<file path="src/rtl/hpm_pkg.sv">
// Shared types, template window table and helpers for the half-strip
// pattern matcher. No dependencies.
package hpm_pkg;

  localparam int HS_WIDTH      = 11;
  localparam int NUM_LAYERS    = 6;
  localparam int NUM_TEMPLATES = 9;
  localparam int COUNT_W       = 3;
  localparam int ID_W          = 4;
  localparam int KEY_W         = COUNT_W + ID_W;

  // Pattern ids run from FIRST_ID to LAST_ID, one per template.
  localparam int FIRST_ID = 'h2;
  localparam int LAST_ID  = 'hA;

  typedef logic [HS_WIDTH-1:0] hits_t;
  typedef logic [COUNT_W-1:0]  count_t;
  typedef logic [ID_W-1:0]     id_t;
  typedef logic [KEY_W-1:0]    key_t;

  // Window masks, indexed by [template][layer]; template 0 is id FIRST_ID.
  localparam hits_t WINDOWS [NUM_TEMPLATES][NUM_LAYERS] = '{
    '{11'h700, 11'h0C0, 11'h020, 11'h038, 11'h00E, 11'h007},
    '{11'h007, 11'h018, 11'h020, 11'h0E0, 11'h380, 11'h700},
    '{11'h380, 11'h0C0, 11'h020, 11'h018, 11'h00E, 11'h00E},
    '{11'h00E, 11'h018, 11'h020, 11'h0C0, 11'h380, 11'h380},
    '{11'h1C0, 11'h060, 11'h020, 11'h030, 11'h018, 11'h01C},
    '{11'h01C, 11'h030, 11'h020, 11'h060, 11'h0C0, 11'h1C0},
    '{11'h0E0, 11'h060, 11'h020, 11'h030, 11'h038, 11'h038},
    '{11'h038, 11'h030, 11'h020, 11'h060, 11'h0E0, 11'h0E0},
    '{11'h070, 11'h020, 11'h020, 11'h020, 11'h070, 11'h070}
  };

  // The ranking key is {count, id}; ids are distinct, so the larger key
  // is the higher count, and on equal counts the higher id.
  function automatic key_t max_key(input key_t a, input key_t b);
    return (a > b) ? a : b;
  endfunction

endpackage

</file>
<file path="src/rtl/hpm_score.sv">
// Per-template layer scoring for the half-strip pattern matcher.
// Depends on hpm_pkg for the window table and types.
module hpm_score (
  input  hpm_pkg::hits_t  hits_i   [hpm_pkg::NUM_LAYERS],
  output hpm_pkg::count_t scores_o [hpm_pkg::NUM_TEMPLATES]
);

  // A layer counts toward a template when any hit falls inside its window.
  always_comb begin
    hpm_pkg::count_t cnt;
    for (int t = 0; t < hpm_pkg::NUM_TEMPLATES; t++) begin
      cnt = '0;
      for (int ly = 0; ly < hpm_pkg::NUM_LAYERS; ly++) begin
        cnt = cnt + hpm_pkg::COUNT_W'(|(hits_i[ly] & hpm_pkg::WINDOWS[t][ly]));
      end
      scores_o[t] = cnt;
    end
  end

endmodule

</file>
<file path="src/rtl/halfstrip_pattern_matcher.sv">
// Half-strip bend-pattern matcher: input register, scoring, result register.
// Throughput: one transaction per cycle; busy is never raised, since the
// receiver cannot stall and every stage advances each cycle.
// Reset: asynchronous, active low; clears the two stage valid flags only.
// Depends on hpm_pkg and hpm_score.
module halfstrip_pattern_matcher (
  input  logic                 clk_i,
  input  logic                 rst_ni,
  input  logic                 start,
  output logic                 busy,
  input  hpm_pkg::hits_t       layer0_hits_i,
  input  hpm_pkg::hits_t       layer1_hits_i,
  input  hpm_pkg::hits_t       layer2_hits_i,
  input  hpm_pkg::hits_t       layer3_hits_i,
  input  hpm_pkg::hits_t       layer4_hits_i,
  input  hpm_pkg::hits_t       layer5_hits_i,
  output logic                 done_o,
  output hpm_pkg::count_t      best_layer_count_o,
  output hpm_pkg::id_t         best_pattern_id_o
);

  // The pipeline never stalls, so a new transaction is always welcome.
  assign busy = 1'b0;

  // Stage 1: capture the hit bits of an accepted transaction.
  logic           in_valid_q;
  hpm_pkg::hits_t hits_q [hpm_pkg::NUM_LAYERS];

  always_ff @(posedge clk_i or negedge rst_ni) begin
    if (!rst_ni) begin
      in_valid_q <= 1'b0;
    end else begin
      in_valid_q <= start;
    end
  end

  always_ff @(posedge clk_i) begin
    if (start) begin
      hits_q[0] <= layer0_hits_i;
      hits_q[1] <= layer1_hits_i;
      hits_q[2] <= layer2_hits_i;
      hits_q[3] <= layer3_hits_i;
      hits_q[4] <= layer4_hits_i;
      hits_q[5] <= layer5_hits_i;
    end
  end

  // Score every template in parallel from the registered hits.
  hpm_pkg::count_t scores [hpm_pkg::NUM_TEMPLATES];

  hpm_score u_score (
    .hits_i   (hits_q),
    .scores_o (scores)
  );

  // Pick the best template with a four-level max tree over {count, id}
  // keys. Because the id is the low part of the key, equal counts resolve
  // toward the higher id, which also gives the last id when nothing hits.
  hpm_pkg::key_t keys [hpm_pkg::NUM_TEMPLATES];
  hpm_pkg::key_t lvl1 [4];
  hpm_pkg::key_t lvl2 [2];
  hpm_pkg::key_t lvl3;
  hpm_pkg::key_t best_key;

  always_comb begin
    for (int t = 0; t < hpm_pkg::NUM_TEMPLATES; t++) begin
      keys[t] = {scores[t], hpm_pkg::ID_W'(hpm_pkg::FIRST_ID + t)};
    end
    for (int i = 0; i < 4; i++) begin
      lvl1[i] = hpm_pkg::max_key(keys[2*i], keys[2*i+1]);
    end
    lvl2[0]  = hpm_pkg::max_key(lvl1[0], lvl1[1]);
    lvl2[1]  = hpm_pkg::max_key(lvl1[2], lvl1[3]);
    lvl3     = hpm_pkg::max_key(lvl2[0], lvl2[1]);
    best_key = hpm_pkg::max_key(lvl3, keys[hpm_pkg::NUM_TEMPLATES-1]);
  end

  // Stage 2: result register; the strobe marks one cycle per transaction.
  logic            done_q;
  hpm_pkg::count_t count_q;
  hpm_pkg::id_t    id_q;

  always_ff @(posedge clk_i or negedge rst_ni) begin
    if (!rst_ni) begin
      done_q <= 1'b0;
    end else begin
      done_q <= in_valid_q;
    end
  end

  always_ff @(posedge clk_i) begin
    if (in_valid_q) begin
      count_q <= best_key[hpm_pkg::KEY_W-1:hpm_pkg::ID_W];
      id_q    <= best_key[hpm_pkg::ID_W-1:0];
    end
  end

  assign done_o             = done_q;
  assign best_layer_count_o = count_q;
  assign best_pattern_id_o  = id_q;

endmodule
</file>
<file path="config.mk">
export PLATFORM = sky130hd
export DESIGN_NAME = halfstrip_pattern_matcher
export DESIGN_NICKNAME = d
export VERILOG_FILES = /design/src/rtl/hpm_pkg.sv /design/src/rtl/hpm_score.sv /design/src/rtl/halfstrip_pattern_matcher.sv
export SDC_FILE = /design/constraint.sdc
export NUM_CORES = 1
export LEC_CHECK = 0
export BUFFER_PORTS_ARGS = -buffer_cell sky130_fd_sc_hd__buf_2
export CAP_MARGIN = 10
export CORE_UTILIZATION = 55
export CTS_CLUSTER_SIZE = 8
export DETAILED_ROUTE_END_ITERATION = 7
export GPL_ROUTABILITY_DRIVEN = 0
export GPL_TIMING_DRIVEN = 0
export PLACE_DENSITY = 0.81
export SYNTH_ARGS = -nofsm -noshare
export SYNTH_HDL_FRONTEND = slang
export SYNTH_SLANG_ARGS = --single-unit
export TNS_END_PERCENT = 30
</file>
<file path="constraint.sdc">
create_clock -name clk_i -period 14.35 [get_ports clk_i]
set_input_delay 2.87 -clock clk_i [delete_from_list [all_inputs] [get_ports clk_i]]
set_output_delay 2.87 -clock clk_i [all_outputs]
set_load 0.005 [all_outputs]
</file>
==> results.sh, run 1 <==
export IMPL_status="complete, no violations"
export IMPL_syn2layout_area_growth_pct=13.56
export IMPL_seq_power_share_pct=23.4
export IMPL_fin_setup_tns_ns=0
export IMPL_power_switching_uw=361.9
export IMPL_dpl_cell_count=395
export IMPL_fin_area_mm2=0.003897
export IMPL_cts_buffer_depth=2
export IMPL_core_rowCount=28
export IMPL_drive_gt1_share_pct=23.78
export IMPL_vdd_ir_drop_max_uv=146.4
export IMPL_dr_pass1_iters=4
export IMPL_hold_viol=0
export IMPL_synth_seq_cells=51
export IMPL_postCtsSetupBuffers=0
export IMPL_crit_required_ns=14.42
export IMPL_slew_headroom_pct=39.75
export IMPL_power_internal_uw=530.1
export IMPL_portBuffers=52
export IMPL_arrival_ns=7.96
export IMPL_critPathMaxStageDelay_ns=0.54
export IMPL_cts_made_buffers=5
export IMPL_cellPowerDensity_mw_per_mm2=228.9
export IMPL_crit_path_max_fanout=10
export IMPL_initial_utilization_pct=57.63
export IMPL_stdcell_count=403
export IMPL_route_vias_total=2248
export IMPL_path_clk_slew_ns=0.10
export IMPL_p_total_uw=892.0
export IMPL_clock_skew_ns=0.01601
export IMPL_die_w_um=81.00
export IMPL_crit_type="register to register"
export IMPL_post_drt_wl_per_cell_um=15.90
export IMPL_cts_resized=0
export IMPL_overflow=0
export IMPL_cts_sinks=51
export IMPL_p_sw_share_pct=40.57
export IMPL_cts_root_buffer="clkbuf_8"
export IMPL_period_needed_ns=7.888
export IMPL_hp_class="register to register"
export IMPL_hpwl_um=4998
export IMPL_dpl_cell_area_mm2=0.003786
export IMPL_critPathCaptureType="register"
export IMPL_track_usage_pct=21.32
export IMPL_max_freq_mhz=126.8
export IMPL_path_common_cell="ha_1"
export IMPL_wl_um=6406
export IMPL_power_frac_comb_pct=65.2
export IMPL_die_area_mm2=0.006560
export IMPL_grt_pass1_vias=2209
export IMPL_post_route_period_util_pct=54.97
export IMPL_drv_slew=0
export IMPL_insertion_delay_ns=0.31
export IMPL_seq_area_frac_synth_pct=44.33
export IMPL_final_util_pct=65.44
export IMPL_pwr_share_clk_pct=11.4
export IMPL_startpoint_type="register"
export IMPL_dp_worst_setup_slack_ns=6.462
export IMPL_rsz0062_at_grt="false"
export IMPL_synth_area_leaders="edfxtp_1 (43%), fa_1 (16%), ha_1 (13%)"
export IMPL_drc=0
export IMPL_cts_max_level=2
export IMPL_die_y_um=81.00
export IMPL_cts_tree="yes"
export IMPL_drv_cap=0
export IMPL_p_leak_nw=1.723
export IMPL_fin_nets=458
export IMPL_yosys_warnings=0
export IMPL_netlist_instances=268
export IMPL_antenna_found_initial=0
export IMPL_drt_initial_drc_count=108
export IMPL_diodes=0
export IMPL_syn_cell_area_mm2=0.003432
export IMPL_synth_area_leader_cell="edfxtp_1"
export IMPL_fillers=451
export IMPL_syn_area_per_cell_um2=12.81
export IMPL_io_pin_count=78
export IMPL_cts_hold_buf=0
export IMPL_tightest_slew_ns=0.9037
export IMPL_cp_slowest_cell="or4_4"
export IMPL_postRouteAntennaNets=0
export IMPL_synth_distinct_cells=42
export IMPL_core_mm2=0.005956
export IMPL_finalSetupViolations=0
export IMPL_synthesis_nets=399
export IMPL_whs_ns=0.6012
export IMPL_vias_per_cell=5.578
export IMPL_grt_pass1_wl_um=10090
export IMPL_fin_ws_ns=6.462
export IMPL_grt_max_degree=44
export IMPL_synthDominantCellAreaShare_pct=42.87
==> layout make-up <==
class | instances | area, µm² | share of cell area (%)
Sequential cell | 51 | 1521 | 39.04
Inverter | 44 | 165.2 | 4.238
Clock inverter | 3 | 42.54 | 1.091
Multi-Input combinational cell | 171 | 1727 | 44.30
Clock buffer | 5 | 68.82 | 1.766
Buffer | 2 | 18.77 | 0.4815
Timing Repair Buffer | 52 | 260.3 | 6.677
Tap cell | 75 | 93.84 | 2.408
==> flip-flops by register name, indices dropped and copies added, names as in the netlist <==
name                flops
best_pattern_id_o       4
hits_q                 42
in_valid_q              1
best_layer_count_o      3
done_o                  1
==> worst max-delay path, delay by kind of cell, from the launching register on <==
| family | cells | cell delay (ns) |
|---|---|---|
| buffers and inverters | 3 | 0.31 |
| AND/OR/NAND/NOR | 6 | 1.48 |
| multiplexers | 2 | 0.60 |
| adder cells (fa/ha/maj) | 8 | 2.83 |
| AO/OA/AOI/OAI | 9 | 1.96 |
| flip-flops | 1 | 0.45 |
==> placed cells by master, fill, tap and decap left out, types with 4 or more instances in the layout <==
cell and instances:
a21o_1 4, a21oi_1 11, buf_2 52, clkbuf_8 5
edfxtp_1 49, fa_1 27, ha_1 35, inv_1 43
mux2i_1 6, nand2_1 5, nand4b_1 4, nor2_1 13
nor3_1 10, o211ai_1 4, o21ai_0 4, or2_2 6
or3_1 14
==> routing by layer <==
layer  vias to the layer above  wire (µm)  global-route usage [%]
met1                      1068       2499                   24.89
li1                       1065          -                       -
met3                        16        389                   4.157
met4                         0        160                   7.143
met5                         -          0                       0
met2                        99       3356                   38.99
==> worst paths after layout <==
path / start / to / slack, ns / cells after the start
max in group asynchronous: rst_ni / done_o / 11.94 / 1
hold / removal: in_valid_q / done_o / 0.60 / 0
min in group asynchronous: rst_ni / in_valid_q / 2.32 / 1
setup / recovery: hits_q[14] / best_layer_count_o[0] / 6.46 / 28
hold reg to reg: in_valid_q / done_o / 0.60 / 0
setup reg to reg: hits_q[14] / best_layer_count_o[0] / 6.46 / 28
==> power by group through the flow <==
| stage | Sequential [mW] | Combinational [mW] | Clock [mW] |
|---|---|---|---|
| 3_3_place_gp | 0.211 | 0.553 | 0 |
| 3_5_place_dp | 0.212 | 0.579 | 0 |
| 5_1_grt | 0.211 | 0.653 | 0.107 |
| 4_1_cts | 0.209 | 0.583 | 0.103 |
| 2_1_floorplan | 0.212 | 0.466 | 0 |
| 6_report | 0.209 | 0.582 | 0.102 |
==> cells in the mapped netlist, drive strengths merged <==
| library cell | count |
|---|---|
| nand4b | 4 |
| a41o | 2 |
| nand2 | 5 |
| o41ai | 1 |
| inv | 44 |
| and3b | 1 |
| o2bb2ai | 2 |
| nor3 | 10 |
| fa | 27 |
| mux2i | 6 |
| a211oi | 1 |
| buf | 2 |
| edfxtp | 49 |
| o41a | 1 |
| a21o | 5 |
| and4 | 1 |
| o21a | 1 |
| nor2 | 13 |
| a31oi | 2 |
| mux2 | 5 |
| o21ai | 4 |
| ha | 35 |
| a21oi | 12 |
| nor3b | 2 |
| or2b | 1 |
| nand3 | 1 |
| or3 | 14 |
| conb | 1 |
| a2bb2oi | 2 |
| or4 | 1 |
| dfrtp | 2 |
| o211ai | 4 |
| or2 | 7 |
==> kinds of logic (layout without fill, tap and decap cells) <==
family | count (synthesis) | in the layout | synth area share (%)
fa+ha+maj | 62 | 62 | 28.51
compound gates | 37 | 37 | 8.203
other cells | 1 | 1 | 0.1093
mux | 11 | 11 | 3.500
buf+inv | 46 | 106 | 5.359
simple gates | 60 | 60 | 9.989
flops | 51 | 51 | 44.33
No activity file was read; power rests on OpenSTA's default activity.
==> inputs of run 2 (changes only) <==
--- a/config.mk
+++ b/config.mk
@@ -5,6 +5,7 @@
 export SDC_FILE = /design/constraint.sdc
 export NUM_CORES = 1
 export LEC_CHECK = 0
+export ABC_AREA = 1
 export BUFFER_PORTS_ARGS = -buffer_cell sky130_fd_sc_hd__buf_2
 export CAP_MARGIN = 10
 export CORE_UTILIZATION = 55
==> constraint.sdc (replaced) <==
create_clock -name clk_i -period 8.19 [get_ports clk_i]
set_input_delay 1.638 -clock clk_i [delete_from_list [all_inputs] [get_ports clk_i]]
set_output_delay 1.638 -clock clk_i [all_outputs]
set_load 0.005 [all_outputs]
==> results.sh, run 2 <==
export IMPL_cp_slowest_cell="a221oi_1"
export IMPL_arrival_ns=7.13
export IMPL_synth_mux_area_share_pct=0
export IMPL_status="complete, no violations"
export IMPL_synthDominantCellAreaShare_pct=41.69
export IMPL_die_y_um=82.11
export IMPL_core_mm2=0.006061
export IMPL_cts_max_level=2
export IMPL_syn_area_per_cell_um2=10.66
export IMPL_synth_most_common_cell="inv_1"
export IMPL_cts_made_buffers=5
export IMPL_syn2layout_area_growth_pct=13.19
export IMPL_path_common_cell="nand2_1"
export IMPL_die_area_mm2=0.006742
export IMPL_initial_utilization_pct=58.24
export IMPL_hpwl_um=5262
export IMPL_track_usage_pct=20.84
export IMPL_cts_resized=0
export IMPL_finalSetupViolations=0
export IMPL_postRouteAntennaNets=0
export IMPL_io_pin_count=78
export IMPL_path_clk_slew_ns=0.10
export IMPL_grt_max_degree=44
export IMPL_critPathCaptureType="register"
export IMPL_p_leak_nw=1.921
export IMPL_ys_async_sr_fraction_pct=3.922
export IMPL_final_util_pct=65.92
export IMPL_fin_nets=521
export IMPL_grt_pass1_vias=2407
export IMPL_synth_seq_cells=51
export IMPL_fin_ws_ns=1.121
export IMPL_yosys_warnings=0
export IMPL_wl_um=6081
export IMPL_cts_buffer_depth=2
export IMPL_synth_xor_xnor_area_share_pct=0
export IMPL_route_vias_total=2360
export IMPL_yosys_top_cells_count="inv_1 (73), edfxtp_1 (49), nand2_1 (46)"
export IMPL_drv_slew=0
export IMPL_postCtsSetupBuffers=0
export IMPL_drv_cap=0
export IMPL_period_needed_ns=7.069
export IMPL_dr_pass1_iters=4
export IMPL_crit_required_ns=8.25
export IMPL_cp_depth=31
export IMPL_cts_sinks=51
export IMPL_synthesis_nets=462
export IMPL_fin_setup_tns_ns=0
export IMPL_synth_top_family_by_area="adder cells"
export IMPL_vias_per_cell=5.064
export IMPL_path_buf_inv=5
export IMPL_diodes=0
export IMPL_die_w_um=82.11
export IMPL_stdcell_count=466
export IMPL_hold_viol=0
export IMPL_synth_area_leaders="edfxtp_1 (42%), fa_1 (15%), ha_1 (12%)"
export IMPL_critPathMaxStageDelay_ns=0.65
export IMPL_portBuffers=52
export IMPL_hp_class="register to register"
export IMPL_cellPowerDensity_mw_per_mm2=430.2
export IMPL_post_route_period_util_pct=86.31
export IMPL_synth_compound_area_share_pct=3.013
export IMPL_cpLargestDelayFamily="adder cells"
export IMPL_rsz0062_at_grt="false"
export IMPL_grt_pass1_wl_um=10230
export IMPL_largest_register="hits_q"
export IMPL_mostFrequentLayoutCells="inv_1 (73), buf_2 (52), edfxtp_1 (49), nand2_1 (46), ha_1 (35)"
export IMPL_core_rowCount=28
export IMPL_synth_adder_area_share_pct=27.72
export IMPL_largest_reg_flops=42
export IMPL_crit_type="register to register"
export IMPL_synth_edf_count=49
export IMPL_yosys_area_share_simple_pct=17.97
export IMPL_crit_path_max_fanout=9
export IMPL_synth_main_ff_cell="edfxtp_1"
export IMPL_cts_hold_buf=0
export IMPL_synth_distinct_cells=31
export IMPL_drive_gt1_share_pct=21.74
export IMPL_startpoint_type="register"
export IMPL_max_freq_mhz=141.5
export IMPL_overflow=0
export IMPL_slew_headroom_pct=38.65
export IMPL_cts_tree="yes"
export IMPL_dp_worst_setup_slack_ns=1.129
export IMPL_clock_skew_ns=0.004791
export IMPL_drc=0
export IMPL_vdd_ir_drop_max_uv=405.9
export IMPL_post_drt_wl_per_cell_um=13.05
export IMPL_antenna_found_initial=0
export IMPL_cts_root_buffer="clkbuf_8"
export IMPL_seq_area_frac_synth_pct=43.11
export IMPL_syn_cell_area_mm2=0.003530
export IMPL_dpl_cell_count=458
export IMPL_insertion_delay_ns=0.30
export IMPL_drt_initial_drc_count=96
export IMPL_tightest_slew_ns=0.9203
export IMPL_holdPathStages=0
export IMPL_netlist_instances=331
export IMPL_synth_area_leader_cell="edfxtp_1"
export IMPL_rr_worst_depth=31
export IMPL_p_total_mw=1.719
export IMPL_rrSetupSlack_ns=1.12
export IMPL_final_common_cell="inv_1"
==> run 2: cell types whose count changed in the layout (fill, tap and decap cells not counted), moves of 5 or more <==
cell	before	now
a21oi_1	11	5
inv_1	43	73
mux2i_1	6	0
nand2_1	5	46
nand2_2	0	5
nand3_1	1	20
nor2_1	13	19
or3_1	14	2
==> run 2: layout make-up <==
cell class | count | area, µm²
flip-flops and latches | 51 | 1521
clock inverters | 3 | 42.54
fillers | 481 | 2066
multi-input cells | 205 | 1723
repair buffers | 52 | 260.3
well taps | 75 | 93.84
plain buffers | 1 | 7.507
clock buffers | 5 | 68.82
inverters | 74 | 277.8
==> run 2: final timing paths <==
| check | from | end |
|---|---|---|
| setup / recovery | hits_q[38] | best_layer_count_o[2] |
| hold / removal | in_valid_q | done_o |
| setup reg to reg | hits_q[38] | best_layer_count_o[2] |
| hold reg to reg | in_valid_q | done_o |
| max in group asynchronous | rst_ni | in_valid_q |
| min in group asynchronous | rst_ni | done_o |
==> run 2: kinds of logic (layout without fill, tap and decap cells) <==
family,Yosys count,in the layout
buffers and inverters,75,135
flip-flops,51,51
other,1,1
AO/OA/AOI/OAI,18,18
adder cells (fa/ha/maj),62,62
AND/OR/NAND/NOR,124,124
==> run 2: report_power, final <==
group	leakage (nW)	total [mW]	switching, mW	internal, mW
Clock	0.0562	0.173	0.0822	0.0911
Sequential	0.503	0.383	0.0143	0.368
Combinational	1.36	1.16	0.733	0.429
==> run 2: through the flow <==
| step | hold WS (ns) | cell area, µm² |
|---|---|---|
| after detailed placement | 0.5740 | 3884 |
| after global placement | 0.5561 | 3884 |
| after floorplan | 0.5234 | 3530 |
| after global routing | 0.6173 | 3995 |
| final | 0.5842 | 3995 |
| after CTS | 0.5872 | 3995 |
==> run 2: routing by layer <==
metal  part of all wire (%)  routed length, µm  track usage, %  vias to the layer above
met3                    3.3                202           3.297                       11
met2                     53               3205           38.93                       56
met4                    1.5                 89           4.737                        0
met5                      0                  0               0                        -
met1                     42               2583           25.07                     1113
li1                       -                  -               -                     1180
==> inputs of run 3 (changes only) <==
--- a/config.mk
+++ b/config.mk
@@ -6,13 +6,14 @@
 export NUM_CORES = 1
 export LEC_CHECK = 0
 export ABC_AREA = 1
+export ABC_CLOCK_PERIOD_IN_PS = 8189
 export BUFFER_PORTS_ARGS = -buffer_cell sky130_fd_sc_hd__buf_2
 export CAP_MARGIN = 10
+export CORE_MARGIN = 2
 export CORE_UTILIZATION = 55
 export CTS_CLUSTER_SIZE = 8
 export DETAILED_ROUTE_END_ITERATION = 7
 export GPL_ROUTABILITY_DRIVEN = 0
-export GPL_TIMING_DRIVEN = 0
 export PLACE_DENSITY = 0.81
 export SYNTH_ARGS = -nofsm -noshare
 export SYNTH_HDL_FRONTEND = slang
==> results.sh, run 3 (same netlist as run 2, synthesis figures left out) <==
export IMPL_p_leak_nw=1.902
export IMPL_drt_initial_drc_count=75
export IMPL_postRouteAntennaNets=0
export IMPL_cts_tree="yes"
export IMPL_cts_hold_buf=0
export IMPL_r2r_start="hits_q[38]"
export IMPL_drv_slew=0
export IMPL_arrival_ns=7.07
export IMPL_rrSetupSlack_ns=1.17
export IMPL_rsz0062_at_grt="false"
export IMPL_io_pin_count=78
export IMPL_die_w_um=84.11
export IMPL_diodes=0
export IMPL_largest_register="hits_q"
export IMPL_postCtsSetupBuffers=0
export IMPL_fin_area_mm2=0.003968
export IMPL_fin_nets=520
export IMPL_crit_required_ns=8.25
export IMPL_tightest_slew_ns=0.8882
export IMPL_core_mm2=0.006277
export IMPL_track_usage_pct=18.93
export IMPL_whs_ns=0.5801
export IMPL_startpoint="hits_q[38]"
export IMPL_clock_skew_ns=0.01087
export IMPL_insertion_delay_ns=0.30
export IMPL_crit_path_max_fanout=9
export IMPL_hpwl_um=5105
export IMPL_vias_per_cell=5.051
export IMPL_timing_critical_path_to="best_layer_count_o[1]"
export IMPL_finalSetupViolations=0
export IMPL_cts_buffer_depth=2
export IMPL_grt_max_degree=44
export IMPL_rr_worst_depth=30
export IMPL_dr_pass1_iters=4
export IMPL_dpl_cell_count=459
export IMPL_vdd_ir_drop_max_uv=430.3
export IMPL_r2r_end="best_layer_count_o[1]"
export IMPL_portBuffers=52
export IMPL_mostFrequentLayoutCells="inv_1 (73), buf_2 (52), edfxtp_1 (49), nand2_1 (46), ha_1 (35)"
export IMPL_largest_reg_flops=42
export IMPL_antenna_found_initial=0
export IMPL_stdcell_count=467
export IMPL_cts_sinks=51
export IMPL_hold_viol=0
export IMPL_period_needed_ns=7.017
export IMPL_grt_pass1_wl_um=10570
export IMPL_drv_cap=0
export IMPL_post_route_period_util_pct=85.67
export IMPL_max_freq_mhz=142.5
export IMPL_cts_root_buffer="clkbuf_8"
export IMPL_final_common_cell="inv_1"
export IMPL_cts_made_buffers=5
export IMPL_overflow=0
export IMPL_startpoint_type="register"
export IMPL_grt_pass1_vias=2514
export IMPL_hp_class="register to register"
export IMPL_route_vias_total=2359
export IMPL_fin_setup_tns_ns=0
export IMPL_post_drt_wl_per_cell_um=12.89
export IMPL_dpl_cell_area_mm2=0.003879
export IMPL_core_rowCount=29
export IMPL_initial_utilization_pct=56.23
export IMPL_drive_gt1_share_pct=21.54
export IMPL_cellPowerDensity_mw_per_mm2=424.0
export IMPL_slew_headroom_pct=40.79
export IMPL_critPathCaptureType="register"
export IMPL_cts_max_level=2
export IMPL_die_y_um=84.11
export IMPL_path_clk_slew_ns=0.10
export IMPL_wl_um=6020
export IMPL_drc=0
export IMPL_crit_type="register to register"
export IMPL_final_util_pct=63.21
export IMPL_cts_resized=0
export IMPL_path_common_cell="nand2_1"
export IMPL_die_area_mm2=0.007074
export IMPL_cp_slowest_cell="a221oi_1"
export IMPL_status="complete, no violations"
export IMPL_syn2layout_area_growth_pct=12.41
export IMPL_critPathMaxStageDelay_ns=0.66
run 3: critical path: cells and delay by family, from the launching register on:
family          cells  cell delay (ns)
fa+ha+maj           8             2.75
compound gates      5             1.52
simple gates       13             1.50
flops               1             0.56
buf+inv             4             0.44
run 3: power breakdown:
group	leakage (nW)	switching, mW	internal, mW
clock	0.0418	0.0803	0.0614
sequential	0.503	0.0136	0.368
combinational	1.36	0.723	0.435
total	1.90	0.817	0.865
run 3: area by class of cell:
cell class	count	area, µm²
Sequential cell	51	1521
Clock inverter	2	16.27
Multi-Input combinational cell	205	1723
Tap cell	77	96.34
Fill cell	505	2310
Inverter	74	277.8
Timing Repair Buffer	52	260.3
Clock buffer	6	72.57
run 3: worst min-delay path by stage:
stage / start / cells after the start / endpoint / slack (ns)
after floorplan: in_valid_q / 0 / done_o / 0.52
after global placement: in_valid_q / 0 / done_o / 0.55
after detailed placement: in_valid_q / 0 / done_o / 0.56
after CTS: in_valid_q / 0 / done_o / 0.58
after global routing: in_valid_q / 0 / done_o / 0.61
final: in_valid_q / 0 / done_o / 0.58
run 3: routing by layer:
metal,up-vias,global-route usage (%),wire length [µm]
met3,18,3.858,270
met2,72,34.27,3137
li1,1178,-,-
met5,-,0,0
met4,0,6.598,169
met1,1091,22.33,2442
run 3: per-stage QoR:
| stage | setup slack (ns) | power, mW |
|---|---|---|
| floorplan | 1.802 | 1.309 |
| global placement | 1.254 | 1.497 |
| detailed placement | 1.119 | 1.553 |
| CTS | 1.116 | 1.702 |
| global route | 0.4638 | 1.914 |
| finish | 1.173 | 1.682 |
